`src/design/u8dec_pkg.sv`:
```
// Shared types and constants of the legacy UTF-8 stream decoder.
package u8dec_pkg;

    // Width of the internal saturating count of non-continuation bytes (8..32).
    localparam int COUNT_WIDTH = 16;

    localparam int CP_W    = 31;
    localparam int LEN_W   = 3;
    localparam int CHAR_W  = 16;
    localparam int BYTE_W  = 8;
    localparam int LEAD_W  = 5;
    localparam int CONT_W  = 6;

    // Wide enough for both the internal count and the reported count.
    localparam int CMP_W = (COUNT_WIDTH > CHAR_W) ? COUNT_WIDTH : CHAR_W;

    localparam logic [COUNT_WIDTH-1:0] COUNT_MAX = {COUNT_WIDTH{1'b1}};
    localparam logic [CHAR_W-1:0]      CHAR_MAX  = {CHAR_W{1'b1}};

    typedef enum logic [1:0] {
        KIND_CHAR     = 2'd0,
        KIND_BAD_LEAD = 2'd1,
        KIND_END      = 2'd2,
        KIND_END_OPEN = 2'd3
    } kind_t;

endpackage

```
`src/design/utf8_stream_decoder_unit.sv`:
```
// Legacy UTF-8 (up to six bytes per character) stream decoder, top level.
//
// Takes one string byte per request and returns at most one result per byte:
// a decoded character, a bad lead byte, or the end of the string (zero byte),
// always with the running count of non-continuation bytes. The sequence state
// update and the result are formed from the input byte in a single pass and
// land in the output register at the accepting edge, so a byte can be accepted
// every cycle while the output register is empty or being drained in the same
// cycle. Bytes that open or extend a multi-byte sequence give no result until
// the sequence's last byte arrives.
module utf8_stream_decoder_unit
    import u8dec_pkg::*;
(
    input  logic              clk,
    input  logic              rst_n,
    input  logic              in_valid,
    output logic              in_ready,
    input  logic [BYTE_W-1:0] data_byte,
    output logic              out_valid,
    input  logic              out_ready,
    output logic [1:0]        kind,
    output logic [CP_W-1:0]   code_point,
    output logic [LEN_W-1:0]  sequence_length,
    output logic [CHAR_W-1:0] char_count
);

    logic [LEN_W-1:0]       rem_reg, rem_next;
    logic [CP_W-1:0]        acc_reg, acc_next;
    logic [LEN_W-1:0]       len_reg, len_next;
    logic [COUNT_WIDTH-1:0] count_reg, count_next;

    logic                   out_valid_reg, out_valid_next;
    kind_t                  kind_reg, kind_next;
    logic [CP_W-1:0]        cp_reg, cp_next;
    logic [LEN_W-1:0]       seq_len_reg, seq_len_next;
    logic [CHAR_W-1:0]      char_count_reg, char_count_next;

    logic                   accept;
    logic                   emit;
    logic                   is_cont;
    logic [COUNT_WIDTH-1:0] count_inc;
    logic [CMP_W-1:0]       count_ext;
    logic [CHAR_W-1:0]      count_shown;
    logic [CP_W-1:0]        acc_shift;
    logic [LEN_W-1:0]       lead_len;
    logic [LEAD_W-1:0]      lead_payload;

    assign in_ready = !out_valid_reg || out_ready;
    assign accept   = in_valid && in_ready;

    // Top bits 10 mark a continuation byte; those are not counted.
    assign is_cont   = (data_byte[7:6] == 2'b10);
    assign count_inc = (data_byte != '0 && !is_cont && count_reg != COUNT_MAX)
                       ? count_reg + 1'b1 : count_reg;
    assign count_ext   = CMP_W'(count_inc);
    assign count_shown = (count_ext > CMP_W'(CHAR_MAX)) ? CHAR_MAX
                                                        : count_ext[CHAR_W-1:0];

    assign acc_shift = {acc_reg[CP_W-CONT_W-1:0], data_byte[CONT_W-1:0]};

    // Lead byte decode; a zero length flags a bad lead.
    always_comb
    begin
        lead_len     = '0;
        lead_payload = '0;
        unique case (data_byte) inside
            8'b110?_????:
            begin
                lead_len     = LEN_W'(2);
                lead_payload = data_byte[4:0];
            end
            8'b1110_????:
            begin
                lead_len     = LEN_W'(3);
                lead_payload = LEAD_W'(data_byte[3:0]);
            end
            8'b1111_0???:
            begin
                lead_len     = LEN_W'(4);
                lead_payload = LEAD_W'(data_byte[2:0]);
            end
            8'b1111_10??:
            begin
                lead_len     = LEN_W'(5);
                lead_payload = LEAD_W'(data_byte[1:0]);
            end
            8'b1111_110?:
            begin
                lead_len     = LEN_W'(6);
                lead_payload = LEAD_W'(data_byte[0]);
            end
            default:
            begin
                lead_len     = '0;
                lead_payload = '0;
            end
        endcase
    end

    always_comb
    begin
        rem_next        = rem_reg;
        acc_next        = acc_reg;
        len_next        = len_reg;
        count_next      = count_reg;
        emit            = 1'b0;
        kind_next       = KIND_CHAR;
        cp_next         = '0;
        seq_len_next    = '0;
        char_count_next = count_shown;

        if (accept)
        begin
            if (data_byte == '0)
            begin
                emit            = 1'b1;
                kind_next       = (rem_reg != '0) ? KIND_END_OPEN : KIND_END;
                char_count_next = count_shown;
                rem_next        = '0;
                acc_next        = '0;
                len_next        = '0;
                count_next      = '0;
            end
            else
            begin
                count_next = count_inc;
                if (rem_reg != '0)
                begin
                    // Any nonzero byte is taken as a continuation here.
                    rem_next = rem_reg - 1'b1;
                    if (rem_reg == LEN_W'(1))
                    begin
                        emit         = 1'b1;
                        kind_next    = KIND_CHAR;
                        cp_next      = acc_shift;
                        seq_len_next = len_reg;
                        acc_next     = '0;
                        len_next     = '0;
                    end
                    else
                    begin
                        acc_next = acc_shift;
                    end
                end
                else if (!data_byte[7])
                begin
                    emit         = 1'b1;
                    kind_next    = KIND_CHAR;
                    cp_next      = CP_W'(data_byte);
                    seq_len_next = LEN_W'(1);
                end
                else if (lead_len == '0)
                begin
                    emit      = 1'b1;
                    kind_next = KIND_BAD_LEAD;
                end
                else
                begin
                    acc_next = CP_W'(lead_payload);
                    len_next = lead_len;
                    rem_next = lead_len - 1'b1;
                end
            end
        end

        if (emit)
        begin
            out_valid_next = 1'b1;
        end
        else if (out_ready)
        begin
            out_valid_next = 1'b0;
        end
        else
        begin
            out_valid_next = out_valid_reg;
        end
    end

    always_ff @(posedge clk or negedge rst_n)
    begin
        if (!rst_n)
        begin
            rem_reg       <= '0;
            acc_reg       <= '0;
            len_reg       <= '0;
            count_reg     <= '0;
            out_valid_reg <= 1'b0;
        end
        else
        begin
            rem_reg       <= rem_next;
            acc_reg       <= acc_next;
            len_reg       <= len_next;
            count_reg     <= count_next;
            out_valid_reg <= out_valid_next;
        end
    end

    always_ff @(posedge clk)
    begin
        if (emit)
        begin
            kind_reg       <= kind_next;
            cp_reg         <= cp_next;
            seq_len_reg    <= seq_len_next;
            char_count_reg <= char_count_next;
        end
    end

    assign out_valid       = out_valid_reg;
    assign kind            = kind_reg;
    assign code_point      = cp_reg;
    assign sequence_length = seq_len_reg;
    assign char_count      = char_count_reg;

`ifndef SYNTHESIS
    a_rem_range: assert property (@(posedge clk) disable iff (!rst_n)
        rem_reg <= LEN_W'(5))
        else $error("open sequence owes more than five bytes");

    a_len_covers_rem: assert property (@(posedge clk) disable iff (!rst_n)
        rem_reg != '0 |-> len_reg > rem_reg)
        else $error("sequence length not above bytes remaining");

    a_end_clears: assert property (@(posedge clk) disable iff (!rst_n)
        accept && data_byte == '0 |=> rem_reg == '0 && count_reg == '0)
        else $error("state not cleared after end of string");

    a_non_char_zero: assert property (@(posedge clk) disable iff (!rst_n)
        out_valid_reg && kind_reg != KIND_CHAR |-> cp_reg == '0 && seq_len_reg == '0)
        else $error("non-character result carries a code point");

    a_char_len: assert property (@(posedge clk) disable iff (!rst_n)
        out_valid_reg && kind_reg == KIND_CHAR |-> seq_len_reg != '0)
        else $error("character result with zero length");
`endif

endmodule

```
`config.mk`:
```
export PLATFORM = sky130hd
export DESIGN_NAME = utf8_stream_decoder_unit
export DESIGN_NICKNAME = d
export VERILOG_FILES = /design/src/design/u8dec_pkg.sv /design/src/design/utf8_stream_decoder_unit.sv
export SDC_FILE = /design/constraint.sdc
export NUM_CORES = 1
export LEC_CHECK = 0
export BUFFER_PORTS_ARGS = -buffer_cell sky130_fd_sc_hd__buf_4
export CAP_MARGIN = 0
export CORE_MARGIN = 4
export CORE_UTILIZATION = 36
export CTS_CLUSTER_DIAMETER = 40
export DETAILED_ROUTE_END_ITERATION = 8
export PLACE_DENSITY = 0.54
export SLEW_MARGIN = 30
export SYNTH_ARGS = -nofsm -noshare
export SYNTH_HDL_FRONTEND = slang
export SYNTH_SLANG_ARGS = --single-unit
```
`constraint.sdc`:
```
create_clock -name clk -period 15.39 [get_ports clk]
set_clock_uncertainty 0.2 [all_clocks]
set_input_delay 0 -clock clk [delete_from_list [all_inputs] [get_ports clk]]
set_output_delay 0 -clock clk [all_outputs]
set_load 0.02 [all_outputs]
```
==> impl_metrics.csv <==
group,metric,value,unit
outcome,status,"finished, final reports clean",
floorplan,die_area,14800,um^2
worst_setup_path,cp-start-kind,"flip-flop",
synthesis,synth_compound_area_share,11.6,%
power,p_per_area,166,nW/um^2
timing,tightest_slew,719,ps
power,ir_drop,0.0801,mV
floorplan,io_pins,66,
drt,dr.pass1.iters,4,
worst_setup_path,cp_data_required_time,15170,ps
timing,setup_violations,0,
synthesis,synth_top_cell_by_area,"edfxtp_1",
clock_tree,clk_pin_slew_worst_paths,70,ps
layout,nFillCells,1224,
layout,area_delta_synth_final,22.9,%
synthesis,synth-simple-area-share,21.2,%
layout,num_antenna_cells,0,
floorplan,chipWidth,122,um
floorplan,coreArea,12600,um^2
synthesis,syn_area,4660,um^2
floorplan,rows,41,
drt,viasPerCell,4.96,
synthesis,synth-seq-cells,100,
layout,largest_reg_flops,31,
clock_tree,insertion_delay,350,ps
worst_setup_path,crit_arrival,3260,ps
drt,vias,3317,
timing,slew_headroom,52.0,%
drt,drc,0,
floorplan,dieHeight,122,um
global_route,grt_pass1_vias,3320,
timing,max_freq,288,MHz
synthesis,synth_fa_ha_area_share,1.61,%
global_route,gr-usage-all-layers,14.2,%
synthesis,synth-xor-area-share,3.01,%
global_route,grt_antenna_before_repair,0,
clock_tree,cts_tree,"yes",
worst_setup_path,crit_path_end_kind,"flip-flop",
power,p_leak,2.34,nW
place,dpl.hpwl,6890,um
place,io_buffers,65,
clock_tree,cts_max_level,3,
drt,routed_wl,10000,um
synthesis,synthTopCellsByArea,"edfxtp_1 (34%), dfrtp_1 (26%), nand2_1 (5.6%)",
worst_setup_path,regToRegSetupSlack,11920,ps
synthesis,synth_top_family_by_area,"simple AND/OR/NAND/NOR gates",
synthesis,synth_edf_count,52,
job,cap_violations,0,
floorplan,start_util,36.9,%
timing,final.setup.tns,0,ps
synthesis,synthMuxAreaShare,0.672,%
place,globalplace.congestion,0.884,
timing,min_period_over_period,22.6,%
drt,ant_nets,0,
layout,fin_nets,510,
timing,rsz0062_at_grt,"no",
drt,post_drt_wl_per_cell,15.0,um
synthesis,synth_nets,441,
synthesis,syn_inst,423,
global_route,grt_max_degree,54,
worst_setup_path,path_class,"reg -> reg",
min_path,min-delay-path-class,"in -> async",
clock_tree,cts_sinks,100,
synthesis,synth_warnings,0,
global_route,overflow,0,
synthesis,synth_commonest_cells,"nand2_1 (69), edfxtp_1 (52), dfrtp_1 (48)",
clock_tree,cts-root-buf,"clkbuf_16",
synthesis,synth_cell_type_count,60,
clock_tree,cts_setup_buffers,0,
synthesis,avgSynthCellArea,11.0,um^2
timing,finalHoldViolations,0,
synthesis,yosysTopAreaCellShare,33.5,%
timing,maxSlewViolCount,0,
synthesis,seq_area_frac_synth,59.3,%
synthesis,synth-main-ff-cell,"edfxtp_1",
clock_tree,clk_path_buf_depth,2,
worst_setup_path,cp_max_fo,39,
clock_tree,cts_buffers,9,
layout,drive_gt1_share,20.1,%
power,total_power,0.952,mW
drt,drtIter0Drc,190,
timing,post-route-min-period,3470,ps
synthesis,yosysMostFrequentCell,"nand2_1",
synthesis,async_reset_ff_share,48.0,%
global_route,grt_first_pass_wirelength,16700,um
[metrics by stage]
stage | cells | hold slack (ps) | area [um^2] | utilization (%) | setup slack, ps
detailed placement | 641 | -127 | 5310 | 42.1 | 11910
global placement | 641 | -133 | 5310 | 42.0 | 11740
floorplan | 423 | -496 | 4660 | - | 9500
global route | 669 | 103 | 5720 | 45.4 | 11670
finish | 669 | 26.7 | 5720 | 45.4 | 11920
CTS | 669 | 49.5 | 5720 | 45.4 | 11900
[final timing paths]
| path | depth (start not counted) | start | to |
|---|---|---|---|
| setup / recovery | 7 | rem_reg[0]$_DFFE_PN0P_ | char_count[10]$_DFFE_PP_ |
| hold reg to reg | 2 | acc_reg[20]$_DFFE_PN0P_ | acc_reg[20]$_DFFE_PN0P_ |
| hold / removal | 2 | rst_n | count_reg[11]$_DFFE_PN0P_ |
| setup reg to reg | 7 | rem_reg[0]$_DFFE_PN0P_ | char_count[10]$_DFFE_PP_ |
| max in group asynchronous | 2 | rst_n | acc_reg[8]$_DFFE_PN0P_ |
| min in group clk | 2 | acc_reg[20]$_DFFE_PN0P_ | acc_reg[20]$_DFFE_PN0P_ |
[per-layer routing]
metal	vias to the layer above	wire length, um	global-route usage [%]
met5	-	0	0
met4	0	227	6.65
met3	18	421	1.95
met2	81	4680	22.3
met1	1568	4710	19.6
li1	1650	-	-
[cells by family (layout without fill, tap and decap cells)]
group | Yosys count | count (layout)
fa+ha+maj | 6 | 6
xor+xnor | 16 | 16
buf+inv | 28 | 102
simple gates | 190 | 190
mux | 3 | 3
flops | 100 | 100
compound gates | 80 | 80
[critical path: stages, from the launching register on]
cell and delay, ps:
dfrtp_1 440, inv_1 100, ha_1 240, nor2b_1 570
nor3_2 100, buf_4 250, nor3b_4 640, buf_4 540
[power by group]
part	total [mW]	internal, mW	switching (mW)
combinational	0.303	0.114	0.189
clock	0.222	0.114	0.108
sequential	0.426	0.376	0.0501
total	0.952	0.604	0.347
[repair_timing]
action | 4_1_cts | 5_1_grt
resized for setup | 0 | 0
hold buffers | 12 | 0
hold endpoints to repair | 64 | 0
[final cells by class]
cell class | instances | area [um^2] | area share, %
Inverter | 4 | 15.0 | 0.262
Multi-Input combinational cell | 295 | 1790 | 31.3
Timing Repair Buffer | 82 | 646 | 11.3
Sequential cell | 100 | 2760 | 48.3
Tap cell | 172 | 215 | 3.76
Clock inverter | 7 | 67.6 | 1.18
Clock buffer | 9 | 225 | 3.93
[cells in the final DEF, fill, tap and decap left out, drive strengths merged, types with 2 or more instances in the layout]
master / count
ha: 6
dfrtp: 48
clkbuf: 9
clkinv: 3
o31ai: 7
a22oi: 3
o211ai: 4
buf: 70
inv: 8
a31oi: 2
a21oi: 6
nor4: 3
nand3: 17
mux2i: 2
a221o: 2
nand4: 7
and2: 33
o21ai: 38
dlygate4sd3: 12
edfxtp: 52
nor2b: 4
or4: 2
and4: 2
a21o: 3
and3: 5
xnor2: 11
nand2: 69
nor4b: 2
nor3: 10
or2: 2
nor2: 22
a32o: 2
nand2b: 6
xor2: 5
or3: 3
No activity file was read; power rests on OpenSTA's default activity.
